## src/rtl/joystick_switch_report_packer_defines.svh

```systemverilog
// ----------------------------------------------------------------------------
// Assertion macros for the joystick switch report packer
// Concurrent checks clocked by clk_i and disabled while rst_ni is low.
// ----------------------------------------------------------------------------
`ifndef JOYSTICK_SWITCH_REPORT_PACKER_DEFINES_SVH
`define JOYSTICK_SWITCH_REPORT_PACKER_DEFINES_SVH

`ifndef SYNTH

// The property must hold at every clock edge outside reset.
`define JSRP_ASSERT(lbl, prop) \
  lbl: assert property (@(posedge clk_i) disable iff (!rst_ni) (prop)) \
    else $error("joystick switch report packer check failed");

// When the antecedent holds, the consequent must hold in the following cycle.
`define JSRP_ASSERT_NEXT(lbl, ante, cons) \
  lbl: assert property (@(posedge clk_i) disable iff (!rst_ni) (ante) |=> (cons)) \
    else $error("joystick switch report packer next-cycle check failed");

`else

`define JSRP_ASSERT(lbl, prop)
`define JSRP_ASSERT_NEXT(lbl, ante, cons)

`endif

`endif

```

## src/rtl/jsrp_pkg.sv

```systemverilog
// ----------------------------------------------------------------------------
// jsrp_pkg
// Shared widths, reset values, register indexes and the ADC scaling function.
// ----------------------------------------------------------------------------
package jsrp_pkg;

  localparam int AdcW      = 10;
  localparam int SwitchW   = 4;
  localparam int TimeW     = 32;
  localparam int CfgDataW  = 16;
  localparam int CfgIdxW   = 2;
  localparam int ByteW     = 8;
  localparam int NibbleW   = 4;
  localparam int WordW     = 32;
  localparam int NumSwitches = 4;

  localparam logic [AdcW-1:0] AdcMax = 10'd1023;
  localparam logic [7:0] StickScale = 8'd255;
  localparam logic [7:0] PanScale   = 8'd15;

  localparam logic [7:0]  DeadbandRst = 8'd5;
  localparam logic [15:0] DebounceRst = 16'd50;
  localparam logic [9:0]  LowBattRst  = 10'd706;
  localparam logic [15:0] BlinkRst    = 16'd1000;

  typedef enum logic [CfgIdxW-1:0] {
    CFG_DEADBAND = 2'd0,
    CFG_DEBOUNCE = 2'd1,
    CFG_LOW_BATT = 2'd2,
    CFG_BLINK    = 2'd3
  } cfg_idx_e;

  // v*m/1023 with truncation. Writing p = q0*1024 + lo gives p = q0*1023 + (lo + q0),
  // and lo + q0 stays below 2*1023, so one compare corrects the estimate.
  function automatic logic [7:0] scale_adc(input logic [AdcW-1:0] v, input logic [7:0] m);
    logic [17:0] p;
    logic [7:0]  q0;
    logic [10:0] r;
    p  = 18'(v) * 18'(m);
    q0 = p[17:10];
    r  = 11'(p[9:0]) + 11'(q0);
    scale_adc = q0 + 8'(r >= 11'(AdcMax));
  endfunction

endpackage

```

## src/rtl/jsrp_debounce.sv

```systemverilog
// ----------------------------------------------------------------------------
// jsrp_debounce
// Per-switch debouncers: a level is taken once it has held for the hold time.
// ----------------------------------------------------------------------------
module jsrp_debounce #(
  parameter int NUM_SWITCHES = jsrp_pkg::NumSwitches
) (
  input  logic                          clk_i,
  input  logic                          rst_ni,
  input  logic                          en_i,
  input  logic [jsrp_pkg::SwitchW-1:0]  levels_i,
  input  logic [jsrp_pkg::TimeW-1:0]    now_i,
  input  logic [15:0]                   hold_ms_i,
  output logic [NUM_SWITCHES-1:0]       stable_d_o
);
  import jsrp_pkg::*;

  logic [NUM_SWITCHES-1:0] seen_q;
  logic [NUM_SWITCHES-1:0] stable_q;
  logic [TimeW-1:0]        tchg_q [NUM_SWITCHES];
  logic [TimeW-1:0]        tchg_d [NUM_SWITCHES];
  logic [NUM_SWITCHES-1:0] lvl;
  logic [7:0]              lvl_ext;

  // Switches beyond the input width read as level zero.
  assign lvl_ext = 8'(levels_i);
  assign lvl     = lvl_ext[NUM_SWITCHES-1:0];

  always_comb begin
    for (int i = 0; i < NUM_SWITCHES; i++) begin
      tchg_d[i] = (seen_q[i] != lvl[i]) ? now_i : tchg_q[i];
      stable_d_o[i] = ((now_i - tchg_d[i]) >= TimeW'(hold_ms_i)) ? lvl[i] : stable_q[i];
    end
  end

  always_ff @(posedge clk_i or negedge rst_ni) begin
    if (!rst_ni) begin
      seen_q   <= '0;
      stable_q <= '0;
      for (int i = 0; i < NUM_SWITCHES; i++) begin
        tchg_q[i] <= '0;
      end
    end else if (en_i) begin
      seen_q   <= lvl;
      stable_q <= stable_d_o;
      for (int i = 0; i < NUM_SWITCHES; i++) begin
        tchg_q[i] <= tchg_d[i];
      end
    end
  end

endmodule

```

## src/rtl/joystick_switch_report_packer.sv

```systemverilog
// ----------------------------------------------------------------------------
// joystick_switch_report_packer
// Flow: an accepted word is captured in the input register, which hands it to
// the result register unless the output is stalled; the result register then
// offers it on the output. Throughput: one word per cycle while the output is
// not stalled, set by the single compute stage between those two registers.
// Reset: asynchronous, active low; clears the valid flags of both stages, all
// tracking state and loads the configuration registers with their default values.
// ----------------------------------------------------------------------------
`include "joystick_switch_report_packer_defines.svh"

module joystick_switch_report_packer #(
  parameter int NUM_SWITCHES = jsrp_pkg::NumSwitches
) (
  input  logic                           clk_i,
  input  logic                           rst_ni,
  input  logic                           cfg_we_i,
  input  logic [jsrp_pkg::CfgIdxW-1:0]   cfg_index_i,
  input  logic [jsrp_pkg::CfgDataW-1:0]  cfg_data_i,
  input  logic                           in_valid_i,
  output logic                           in_ready_o,
  input  logic [jsrp_pkg::AdcW-1:0]      stick_x_raw_i,
  input  logic [jsrp_pkg::AdcW-1:0]      stick_y_raw_i,
  input  logic [jsrp_pkg::AdcW-1:0]      pan_raw_i,
  input  logic [jsrp_pkg::AdcW-1:0]      tilt_raw_i,
  input  logic [jsrp_pkg::SwitchW-1:0]   switch_levels_i,
  input  logic [jsrp_pkg::AdcW-1:0]      battery_raw_i,
  input  logic [jsrp_pkg::TimeW-1:0]     now_ms_i,
  output logic                           out_valid_o,
  input  logic                           out_ready_i,
  output logic                           send_report_o,
  output logic [jsrp_pkg::WordW-1:0]     report_word_o,
  output logic                           led_on_o
);
  import jsrp_pkg::*;

  // Configuration registers.
  logic [7:0]  deadband_q;
  logic [15:0] debounce_q;
  logic [9:0]  low_batt_q;
  logic [15:0] blink_q;

  // Input register stage.
  logic             in_valid_q;
  logic [AdcW-1:0]  x_raw_q, y_raw_q, pan_raw_q, tilt_raw_q, batt_q;
  logic [SwitchW-1:0] sw_q;
  logic [TimeW-1:0] now_q;

  // Tracking state.
  logic [ByteW-1:0]        sent_x_q, sent_y_q, sent_pt_q;
  logic [NUM_SWITCHES-1:0] sent_sw_q;
  logic                    led_level_q, led_level_d;
  logic [TimeW-1:0]        led_time_q;
  logic                    led_toggle;

  // Result register.
  logic             out_valid_q;
  logic             send_q;
  logic [WordW-1:0] word_q;
  logic             led_q;

  logic                    advance;
  logic [ByteW-1:0]        x, y, pan8, tilt8, pt;
  logic [ByteW-1:0]        dx, dy;
  logic [NUM_SWITCHES-1:0] stable_d;
  logic                    send;

  assign advance    = in_valid_q && (!out_valid_q || out_ready_i);
  assign in_ready_o = !in_valid_q || advance;

  always_ff @(posedge clk_i or negedge rst_ni) begin
    if (!rst_ni) begin
      deadband_q <= DeadbandRst;
      debounce_q <= DebounceRst;
      low_batt_q <= LowBattRst;
      blink_q    <= BlinkRst;
    end else if (cfg_we_i) begin
      case (cfg_idx_e'(cfg_index_i))
        CFG_DEADBAND: deadband_q <= cfg_data_i[7:0];
        CFG_DEBOUNCE: debounce_q <= cfg_data_i;
        CFG_LOW_BATT: low_batt_q <= cfg_data_i[9:0];
        CFG_BLINK:    blink_q    <= cfg_data_i;
        default: ;
      endcase
    end
  end

  always_ff @(posedge clk_i or negedge rst_ni) begin
    if (!rst_ni) begin
      in_valid_q <= 1'b0;
    end else if (in_ready_o) begin
      in_valid_q <= in_valid_i;
    end
  end

  always_ff @(posedge clk_i) begin
    if (in_valid_i && in_ready_o) begin
      x_raw_q    <= stick_x_raw_i;
      y_raw_q    <= stick_y_raw_i;
      pan_raw_q  <= pan_raw_i;
      tilt_raw_q <= tilt_raw_i;
      sw_q       <= switch_levels_i;
      batt_q     <= battery_raw_i;
      now_q      <= now_ms_i;
    end
  end

  // Low-battery blinker.
  assign led_toggle  = (batt_q <= low_batt_q) &&
                       ((now_q - led_time_q) >= TimeW'(blink_q));
  assign led_level_d = led_level_q ^ led_toggle;

  assign x     = scale_adc(x_raw_q, StickScale);
  assign y     = scale_adc(y_raw_q, StickScale);
  assign pan8  = scale_adc(pan_raw_q, PanScale);
  assign tilt8 = scale_adc(tilt_raw_q, PanScale);
  assign pt    = {tilt8[NibbleW-1:0], pan8[NibbleW-1:0]};

  jsrp_debounce #(
    .NUM_SWITCHES(NUM_SWITCHES)
  ) u_debounce (
    .clk_i      (clk_i),
    .rst_ni     (rst_ni),
    .en_i       (advance),
    .levels_i   (sw_q),
    .now_i      (now_q),
    .hold_ms_i  (debounce_q),
    .stable_d_o (stable_d)
  );

  assign dx   = (x > sent_x_q) ? (x - sent_x_q) : (sent_x_q - x);
  assign dy   = (y > sent_y_q) ? (y - sent_y_q) : (sent_y_q - y);
  assign send = (dx > deadband_q) || (dy > deadband_q) ||
                (pt != sent_pt_q) || (stable_d != sent_sw_q);

  always_ff @(posedge clk_i or negedge rst_ni) begin
    if (!rst_ni) begin
      sent_x_q    <= '0;
      sent_y_q    <= '0;
      sent_pt_q   <= '0;
      sent_sw_q   <= '0;
      led_level_q <= 1'b0;
      led_time_q  <= '0;
    end else if (advance) begin
      led_level_q <= led_level_d;
      if (led_toggle) begin
        led_time_q <= now_q;
      end
      if (send) begin
        sent_x_q  <= x;
        sent_y_q  <= y;
        sent_pt_q <= pt;
        sent_sw_q <= stable_d;
      end
    end
  end

  always_ff @(posedge clk_i or negedge rst_ni) begin
    if (!rst_ni) begin
      out_valid_q <= 1'b0;
    end else if (advance) begin
      out_valid_q <= 1'b1;
    end else if (out_ready_i) begin
      out_valid_q <= 1'b0;
    end
  end

  always_ff @(posedge clk_i) begin
    if (advance) begin
      send_q <= send;
      word_q <= {ByteW'(stable_d), pt, x, y};
      led_q  <= led_level_d;
    end
  end

  assign out_valid_o   = out_valid_q;
  assign send_report_o = send_q;
  assign report_word_o = word_q;
  assign led_on_o      = led_q;

  // The input side stalls only when both stages hold a word and the output is blocked.
  `JSRP_ASSERT(a_stall_cause, !in_ready_o |-> (in_valid_q && out_valid_q && !out_ready_i))
  // A flagged report on the output matches the last-sent values it just loaded.
  `JSRP_ASSERT(a_sent_match, (out_valid_q && send_q) |->
               (sent_y_q == word_q[7:0] && sent_x_q == word_q[15:8] &&
                sent_pt_q == word_q[23:16]))
  // The LED level reported on the output is the current blinker state.
  `JSRP_ASSERT(a_led_match, out_valid_q |-> (led_q == led_level_q))
  // Tracking state moves only when a word passes through the compute stage.
  `JSRP_ASSERT_NEXT(a_state_hold, !advance,
                    $stable(led_level_q) && $stable(led_time_q) &&
                    $stable(sent_sw_q) && $stable(sent_pt_q))

endmodule
```

## config.mk

```make
export PLATFORM = sky130hd
export DESIGN_NAME = joystick_switch_report_packer
export DESIGN_NICKNAME = d
export VERILOG_FILES = /design/src/rtl/jsrp_pkg.sv /design/src/rtl/jsrp_debounce.sv /design/src/rtl/joystick_switch_report_packer.sv
export VERILOG_INCLUDE_DIRS = /design/src /design/src/rtl
export SDC_FILE = /design/constraint.sdc
export NUM_CORES = 1
export LEC_CHECK = 0
export BUFFER_PORTS_ARGS = -buffer_cell sky130_fd_sc_hd__buf_2
export CAP_MARGIN = 20
export CORE_UTILIZATION = 55
export DETAILED_ROUTE_END_ITERATION = 10
export PLACE_DENSITY = 0.76
export SLEW_MARGIN = 20
export SYNTH_ARGS = -nofsm -noshare
export SYNTH_HDL_FRONTEND = slang
export SYNTH_SLANG_ARGS = --single-unit
```

## constraint.sdc

```tcl
create_clock -name clk_i -period 11.35 [get_ports clk_i]
set_input_delay 0.5675 -clock clk_i [delete_from_list [all_inputs] [get_ports clk_i]]
set_output_delay 0.5675 -clock clk_i [all_outputs]
set_load 0.02 [all_outputs]
```

==> qor.tcl <==
set qor(run_status) {complete, no violations}
set qor(gpl.final_weighted_congestion) 0.962
set qor(die_width_microns) 255
set qor(gr-total-overflow) 0
set qor(grt_pass1_vias) 27800
set qor(regToRegSetupSlack_ns) 0.16
set qor(synthToLayoutAreaGrowth_pct) 12.2
set qor(critical-path-slowest-cell) {fa_2}
set qor(slew-limit-headroom_pct) 31.8
set qor(timing.final.max_slew_violations) 0
set qor(grt_first_pass_wirelength_microns) 148000
set qor(placementRows) 92
set qor(setup.worst_path.start) {y_raw_q[1]$_DFFE_PP_}
set qor(crit_path_capture_type) {register}
set qor(syn_area_sq_mm) 0.0351
set qor(cp.arrival_ns) 11.67
set qor(final_hold_viol_count) 0
set qor(n_fill_cell) 5340
set qor(yosysWarningCount) 0
set qor(grt_max_degree) 125
set qor(post-route-drc-count) 0
set qor(die_outline_area_sq_mm) 0.0649
set qor(crit_path_max_fanout) 7
set qor(setup-violations-final) 0
set qor(post-dp-hpwl_microns) 68400
set qor(ys_seq_elements) 365
set qor(layout-drive-gt1-share_pct) 14.1
set qor(finalWirelength_microns) 95100
set qor(setup.worst_path.start_class) {register}
set qor(worst-endpoint-required_ns) 11.83
set qor(number_of_synthesized_flops_with_an_enable_pin) 116
set qor(post_synth_inst_count) 3804
set qor(fmax_mhz) 89.3
set qor(layout.nets) 4627
set qor(route.detailed.wl_per_inst_microns) 19.6
set qor(grtUsageTotal_pct) 28.9
set qor(synth-seq-area-share_pct) 27.7
set qor(synth_async_sr_flop_share_pct) 68.2
set qor(antenna_left) 0
set qor(final.setup.worst_slack_ns) 0.157
set qor(fin_worst_skew_ns) 0.0167
set qor(antenna_found_initial) 7
set qor(dp_worst_setup_slack_ns) -0.435
set qor(dr_total_vias) 29400
set qor(detail_route.first_pass.iterations) 6
set qor(numClockSinks) 365
set qor(clock_latency_at_the_later_pin_of_the_worst_skew_pair_ns) 0.61
set qor(path_class) {register to register}
set qor(cts_tree) {built}
set qor(dr.first_iter.drc_count) 2116
set qor(die_h_microns) 255
set qor(initial_core_util_pct) 55.7
set qor(tightestPinTransition_ns) 1.02
set qor(worst_r2r_end) {sent_pt_q[2]$_DFFE_PN0P_}
set qor(crit-reg2reg-launch) {y_raw_q[1]$_DFFE_PP_}
set qor(drt-vias-per-instance) 6.07
set qor(placeableCoreArea_sq_mm) 0.0631
set qor(final.hold.worst_slack_ns) 0.0215
set qor(num_io_pins) 145
set qor(maximum_clock_path_buffer_count) 3
set qor(cts_buffers) 45
set qor(synth_cell_type_count) 96
set qor(critPathMaxStageDelay_ns) 0.56
set qor(syn_avg_cell_area_sq_um) 9.23
set qor(max_cap_viol_count) 0
set qor(io_buffer_count) 140
set qor(synth_ff_type) {dfrtp_1}
set qor(worst-r2r-cell-count) 50
set qor(fin_crit_sh_pct) 98.6
set qor(clk_pin_slew_worst_paths_ns) 0.06
set qor(worstHoldPathType) {input pin to async pin}
set qor(clock_tree.htree_level_count) 2
set qor(final_critical_delay_including_setup_and_external_delays_ns) 11.19
set qor(cts-root-buf) {clkbuf_16}
[what timing repair did]
| item | CTS | global route |
|---|---|---|
| pin swaps | 7 | 53 |
| endpoints found under the setup margin | 25 | 25 |
| setup buffers | 3 | 42 |
| gates resized for setup | 14 | 110 |
| hold buffers | 0 | 0 |
[worst max-delay path: cells and delay by family, from the launching register on]
| family | cells | cell delay [ns] |
|---|---|---|
| fa+ha+maj | 10 | 3.67 |
| xor+xnor | 2 | 0.39 |
| compound gates | 22 | 4.11 |
| simple gates | 7 | 1.02 |
| buf+inv | 7 | 0.82 |
| mux | 2 | 0.56 |
| flops | 1 | 0.48 |
[synthesized netlist by cell type (17+ instances only)]
library cell,count,share of area [%]
fa_1,127,7.2
nor2_1,160,1.7
clkbuf_1,112,1.2
or3_1,17,0.30
mux2i_1,169,4.8
xor2_1,72,1.8
xnor2_1,121,3.0
o21a_1,60,1.3
nand4_1,60,1.1
nand3_1,96,1.4
a2111oi_0,17,0.42
a41oi_1,40,1.0
nand2_1,298,3.2
ha_1,429,15
mux2_2,87,2.8
nand2b_1,33,0.59
dfrtp_1,234,17
nor2b_1,43,0.77
a21oi_1,287,4.1
nor3_1,68,0.97
o21ai_0,282,4.0
a31oi_1,17,0.30
edfxtp_1,116,9.9
inv_1,347,3.7
o21bai_1,28,0.60
a211oi_1,33,0.71
a21o_1,98,2.1
o211ai_1,30,0.64
and3_1,22,0.39
[per-layer routing]
layer / vias to the layer above / global-route usage (%) / part of all wire (%)
met4: 8 / 8.88 / 3.2
met5: - / 0 / 0.048
met1: 14200 / 39.6 / 44
li1: 14100 / - / -
met2: 894 / 47.1 / 46
met3: 185 / 4.41 / 6.4
[cells in the final DEF, fill, tap and decap left out, types with 12 or more instances in the layout]
master / count
a2111oi_0: 16
a211oi_1: 29
a21o_1: 98
a21oi_1: 272
a21oi_2: 15
a31oi_1: 16
a41oi_1: 39
and3_1: 21
buf_2: 139
buf_4: 90
clkbuf_16: 48
dfrtp_1: 234
dfstp_2: 15
edfxtp_1: 116
fa_1: 118
ha_1: 406
ha_4: 13
inv_1: 342
mux2_2: 87
mux2i_1: 168
nand2_1: 297
nand2b_1: 33
nand3_1: 93
nand3b_1: 12
nand4_1: 60
nor2_1: 160
nor2b_1: 43
nor3_1: 63
nor4_1: 16
o211ai_1: 30
o21a_1: 60
o21ai_0: 271
o21bai_1: 28
o31ai_1: 14
or3_1: 17
xnor2_1: 108
xnor2_2: 13
xor2_1: 68
[metrics by stage]
| stage | utilization (%) | std cells | area [sq um] | setup TNS, ns |
|---|---|---|---|---|
| after floorplan | - | 3807 | 35100 | 0 |
| after global placement | 58.4 | 4713 | 36800 | -4.97 |
| after detailed placement | 58.4 | 4713 | 36800 | -9.65 |
| after CTS | 61.0 | 4800 | 38500 | 0 |
| after global routing | 62.5 | 4847 | 39400 | -7.97 |
| final | 62.5 | 4848 | 39400 | 0 |
[how the worst max path moves through the flow]
| stage | endpoint | slack, ns | depth (start not counted) |
|---|---|---|---|
| global route | sent_pt_q[2]$_DFFE_PN0P_ | -0.41 | 51 |
| floorplan | sent_pt_q[1]$_DFFE_PN0P_ | 0.17 | 49 |
| global placement | sent_y_q[7]$_DFFE_PN0P_ | -0.25 | 50 |
| finish | sent_pt_q[2]$_DFFE_PN0P_ | 0.16 | 50 |
| detailed placement | sent_y_q[2]$_DFFE_PN0P_ | -0.44 | 53 |
| CTS | sent_y_q[2]$_DFFE_PN0P_ | 0.01 | 51 |
[cell families (layout without fill, tap and decap cells)]
| family | count (synthesis) | in the layout | synth area share (%) |
|---|---|---|---|
| mux | 262 | 262 | 7.87 |
| simple gates | 900 | 900 | 12.7 |
| fa+ha+maj | 559 | 559 | 22.6 |
| buf+inv | 480 | 672 | 5.26 |
| compound gates | 1041 | 1041 | 18.9 |
| xor+xnor | 196 | 196 | 5.01 |
| flops | 365 | 365 | 27.7 |
| other cells | 1 | 7 | 0.0107 |
[cell type report]
class | instances | area [sq um] | share of cell area, %
repair buffers | 240 | 1560 | 3.97
multi-input cells | 2962 | 24200 | 61.3
clock inverters | 23 | 245 | 0.622
diodes | 3 | 7.51 | 0.0190
clock buffers | 61 | 1320 | 3.35
flip-flops and latches | 365 | 9730 | 24.7
inverters | 348 | 1310 | 3.32
well taps | 846 | 1060 | 2.69
[registers in the layout, summed over array words and instances (netlist names), 10 cells and up]
register,count
batt_q,10
blink_q,16
debounce_q,16
led_time_q,32
low_batt_q,10
now_q,32
pan_raw_q,10
report_word_o,28
tilt_raw_q,10
u_debounce.tchg_q,128
x_raw_q,10
y_raw_q,10
Power is not shown: default switching activity piles up to over one toggle a cycle in this logic, so the estimate is an artifact.
